==> src/hdl/hbd_pkg.sv <==
package hbd_pkg;

	// Sizing of the code tree store and the pending right-slot stack
	localparam int MAX_NODES = 512;
	localparam int MAX_DEPTH = 256;

	localparam int NODE_W = $clog2(MAX_NODES);
	localparam int NCNT_W = $clog2(MAX_NODES + 1);
	localparam int SCNT_W = $clog2(MAX_DEPTH + 1);
	// top of stack lives in a register, the rest in memory
	localparam int STK_DEPTH = MAX_DEPTH - 1;
	localparam int STK_AW = (STK_DEPTH > 1) ? $clog2(STK_DEPTH) : 1;

	localparam int SYM_W = 8;
	localparam int CFG_AW = 1;
	localparam int CFG_DW = 8;

	localparam logic [SYM_W-1:0] INTERNAL_MARKER_RST = 8'd42;
	localparam logic [SYM_W-1:0] END_MARKER_RST = 8'd0;

	typedef enum logic [1:0] {
		FUNC_START = 2'd0,
		FUNC_KEY   = 2'd1,
		FUNC_BIT   = 2'd2
	} func_t;

	typedef enum logic [1:0] {
		KIND_SYMBOL   = 2'd0,
		KIND_END      = 2'd1,
		KIND_INVALID  = 2'd2,
		KIND_TREE_ERR = 2'd3
	} kind_t;

	typedef enum logic [CFG_AW-1:0] {
		REG_INTERNAL_MARKER = 1'd0,
		REG_END_MARKER      = 1'd1
	} cfg_reg_t;

	typedef struct packed {
		logic [1:0]       func;
		logic [SYM_W-1:0] key_symbol;
		logic             code_bit;
	} in_item_t;

	typedef struct packed {
		logic [SYM_W-1:0] symbol;
		logic [1:0]       kind;
	} out_item_t;

	// What a parent keeps about one of its children
	typedef struct packed {
		logic [NODE_W-1:0] idx;
		logic              internal;
		logic [SYM_W-1:0]  sym;
	} child_rec_t;

	typedef struct packed {
		logic              clear;
		logic              pop;
		logic              push;
		logic [NODE_W-1:0] idx;
	} stk_cmd_t;

	typedef struct packed {
		logic              left_en;
		logic [NODE_W-1:0] left_addr;
		logic              right_en;
		logic [NODE_W-1:0] right_addr;
		child_rec_t        rec;
	} nm_wr_t;

endpackage

==> src/hdl/hbd_stack.sv <==
module hbd_stack (
	input  logic                     clk,
	input  logic                     arst_n,
	input  hbd_pkg::stk_cmd_t        cmd,
	output logic [hbd_pkg::NODE_W-1:0] top,
	output logic [hbd_pkg::SCNT_W-1:0] count
);
	import hbd_pkg::*;

	logic [NODE_W-1:0] mem [STK_DEPTH];
	logic [NODE_W-1:0] top_q;
	logic [NODE_W-1:0] rd_q;    // holds entry count_q-2 whenever count_q is at least 2
	logic [SCNT_W-1:0] count_q;
	logic [SCNT_W-1:0] cnt_pop;
	logic [SCNT_W-1:0] cnt_nxt;
	logic              we;
	logic [STK_AW-1:0] wa;
	logic [STK_AW-1:0] ra;

	// Next count and memory addresses
	always_comb begin
		cnt_pop = count_q - SCNT_W'(cmd.pop);
		cnt_nxt = cmd.clear ? '0 : cnt_pop + SCNT_W'(cmd.push);
		// push+pop leaves the memory as it is; push alone spills the old top
		we = cmd.push && !cmd.pop && !cmd.clear && (count_q != '0);
		wa = STK_AW'(count_q - SCNT_W'(1));
		ra = (cnt_nxt >= SCNT_W'(2)) ? STK_AW'(cnt_nxt - SCNT_W'(2)) : '0;
	end

	// Spill memory, next-below-top prefetch with write forwarding
	always_ff @(posedge clk) begin
		if (we) begin
			mem[wa] <= top_q;
		end
		rd_q <= (we && (wa == ra)) ? top_q : mem[ra];
	end

	always_ff @(posedge clk) begin
		if (cmd.push) begin
			top_q <= cmd.idx;
		end else if (cmd.pop) begin
			top_q <= rd_q;
		end
	end

	always_ff @(posedge clk or negedge arst_n) begin
		if (!arst_n) begin
			count_q <= '0;
		end else begin
			count_q <= cnt_nxt;
		end
	end

	assign top = top_q;
	assign count = count_q;

endmodule

==> config.mk <==
export PLATFORM = sky130hd
export DESIGN_NAME = hbd_stack
export DESIGN_NICKNAME = d
export VERILOG_FILES = /design/src/hdl/hbd_pkg.sv /design/src/hdl/hbd_stack.sv
export SDC_FILE = /design/constraint.sdc
export NUM_CORES = 2
export LEC_CHECK = 0
export BUFFER_PORTS_ARGS = -buffer_cell sky130_fd_sc_hd__clkbuf_2
export CORE_UTILIZATION = 35
export CTS_CLUSTER_SIZE = 12
export DETAILED_ROUTE_END_ITERATION = 10
export PLACE_DENSITY = 0.56
export SETUP_SLACK_MARGIN = 0.2
export SYNTH_ARGS = -nofsm -noshare
export SYNTH_HDL_FRONTEND = slang
export SYNTH_SLANG_ARGS = --single-unit
==> constraint.sdc <==
create_clock -name clk -period 4.63 [get_ports clk]
set_clock_uncertainty 0.15 [all_clocks]
set_input_delay 0.2315 -clock clk [delete_from_list [all_inputs] [get_ports clk]]
set_output_delay 0.2315 -clock clk [all_outputs]
set_load 0.005 [all_outputs]
==> results.md <==
* Status: finished, final reports clean
* Clock power frac at 27.1%
* # rows at 186
* Crit path arrival time at 4.66 ns
* Num Clock Sinks at 2321
* Final setup violation count at 0
* Skew-Pair Late Insertion Delay at 0.89 ns
* Core Region at 257000 µm²
* Most frequent cell after synthesis: edfxtp_1
* Starting Density at 35.3%
* Comb power frac at 30.6%
* Total power at 64.0 mW
* Hold Fails Final Rpt at 0
* Top-area cell type share of the netlist area at 76.2%
* Global-route wire length before repair at 369 mm
* Routed vias at 47100
* Leak at 32.9 nW
* Num CTS Buffers at 230
* CTS max path bufs at 3
* Crit path time final at 4.23 ns
* Share of cells above drive strength 1 at 27.2%
* Wire per inst at 30.9 µm
* Reg power frac at 42.2%
* Area of the mapped netlist at 90800 µm²
* Clock transition at path regs at 0.06 ns
* DPL Wire Length at 163 mm
* Pwr Density at 610 nW/µm²
* Antenna violations before repair at 7
* Worst VDD drop at 0.751 mV
* Nets at 4944
* CTS tree: yes
* Dominant cell type by area after synthesis: edfxtp_1
* Layout Utilization at 40.8%
* Top post-synthesis cells by area: edfxtp_1 76%, mux4_2 13%, mux2i_1 1.7%
* Routed vias/inst at 5.58
* Hold WC Path Type: primary input to flop
* Fmax at 0.237 GHz
* Syn avg cell area at 20.8 µm²
* Worst slack on hold paths at 0.210 ns
* TritonRoute pass-1 iters at 5
* Final wirelength at 261 mm
* Final GP Congestion at 0.864
* Die Area at 261000 µm²
* Top cell types by occurrence after synthesis: 2304 x edfxtp_1, 508 x mux4_2, 316 x nor2_1
* Crit path kind: flop to flop
* Period utilization at 91.3%
* Post-synthesis instance total at 4369
* Iteration-0 DRC Markers at 5599
* YS warnings at 0
* Worst-path fanout max at 27
* Area Growth Syn to Fin at 15.6%
* Vias in the first global route at 47300
* Internal power at 42.2 mW
* Startpoint types: flop
* Crit end category: flop
* Die height at 511 µm
* Slew Limit Fails at 0
* I/O pins at 32
* EDFF count, synth at 2304
* Number of synthesized register bits at 2321
* Max-slew headroom at 9.39%
* Max Cap Violations at 0
* Switching power at 21.8 mW
* Syn_nets at 4401
* Layout fillers at 22700
* Post-synth cell types at 81
* Detail Route Antenna Nets at 0
* DR DRC count at 0
* Grt total ovfl at 0
* GRT Overall Usage at 19.9%
* Largest net degree at the start of global routing at 194
* Root Buffer: clkbuf_16
* Die width at 511 µm
* Post-synth top flop: edfxtp_1
* Switching Share at 34.1%
* Worst EP required at 5.06 ns
* Slew at the pin with the worst max-slew slack at 1.36 ns
* H-tree Lvls at 4
* Seq/Total Area, Yosys at 76.6%
* Final setup TNS at 0 ns
* Ys async rst share at 0.388%
* PortBufs at 31
* RSZ-0062 raised after global routing: false
[power by group through the flow]
stage / Sequential [mW] / Combinational, mW / Clock (mW)
after global placement: 27.4 / 19.5 / 0
after detailed placement: 27.5 / 19.7 / 0
after CTS: 27.0 / 19.7 / 17.7
final: 27.0 / 19.6 / 17.4
after floorplan: 29.2 / 9.50 / 0
after global routing: 27.1 / 20.5 / 18.4
[layout make-up]
type                    instances  area [µm²]  area share [%]
inverters                      25        95.1          0.0906
clock inverters                81         822           0.784
multi-input cells            1771       19400            18.5
clock buffers                 298        6030            5.75
well taps                    3384        4230            4.04
diodes                          5        12.5          0.0119
flip-flops and latches       2321       69600            66.3
repair buffers                563        4700            4.48
[per-stage QoR]
step | instance area, µm² | std cells | setup slack [ns]
final | 105000 | 8448 | 0.404
after global routing | 105000 | 8444 | 0.251
after CTS | 105000 | 8443 | 0.393
after detailed placement | 97900 | 8050 | 0.407
after global placement | 97900 | 8050 | 0.398
after floorplan | 90800 | 4369 | 0.411
[final timing paths]
| check | endpoint | from | slack (ns) | cells past startpoint |
|---|---|---|---|---|
| max reg2reg | top[6] | flop | 0.40 | 8 |
| min | top[6] | cmd[6] | 0.21 | 4 |
| min in group asynchronous | count[7] | arst_n | 0.33 | 3 |
| max | top[6] | flop | 0.40 | 8 |
| min reg2reg | mem[51][3] | top[3] | 0.65 | 0 |
| max in group asynchronous | count[1] | arst_n | 3.68 | 3 |
[repair_timing]
| item | 4_1_cts | 5_1_grt |
|---|---|---|
| hold buffers | 14 | 0 |
| hold endpoints to repair | 43 | 0 |
| buffers inserted | 0 | 0 |
| resized for setup | 0 | 0 |
[sequential cells by signal, indices dropped and copies added, names as in the netlist, named ones only]
name   flops
count      9
top        9
mem     2295
[logic make-up (layout without fill, tap and decap cells)]
kind of cell	Yosys count	after routing	synth area share [%]
AO/OA/AOI/OAI	445	445	3.41
XOR/XNOR	20	20	0.193
adder cells (fa/ha/maj)	18	18	0.256
buffers and inverters	277	967	2.00
flip-flops	2321	2321	76.6
multiplexers	683	683	14.6
other	0	5	0
AND/OR/NAND/NOR	605	605	2.95
[worst max-delay path: stages, from the launching register on]
cell     delay (ns)
dfxtp_4        0.80
buf_12         0.31
buf_4          0.25
mux4_2         0.51
a22oi_1        0.44
o21ai_0        0.30
o32ai_1        0.82
buf_4          0.23
nor4_1         0.05
[placed cells by master (no fill, tap or decap), types with 41 or more instances in the layout]
cell	synthesis	routed
a21oi_1	74	74
a22oi_1	75	75
buf_12	6	41
buf_4	32	477
clkbuf_1	77	67
clkbuf_16	0	231
clkinv_1	0	46
edfxtp_1	2304	2304
mux2i_1	157	157
mux4_2	508	508
nand2_1	121	121
nor2_1	316	315
o22ai_1	68	68
[layer usage]
metal	GRT usage (%)	vias to the layer above	routed length (µm)
li1	-	19200	-
met1	27.7	25300	108000
met2	31.1	2191	122000
met3	4.01	405	22300
met4	6.48	0	8900
met5	0	-	0
No activity file was read; power rests on OpenSTA's default activity.
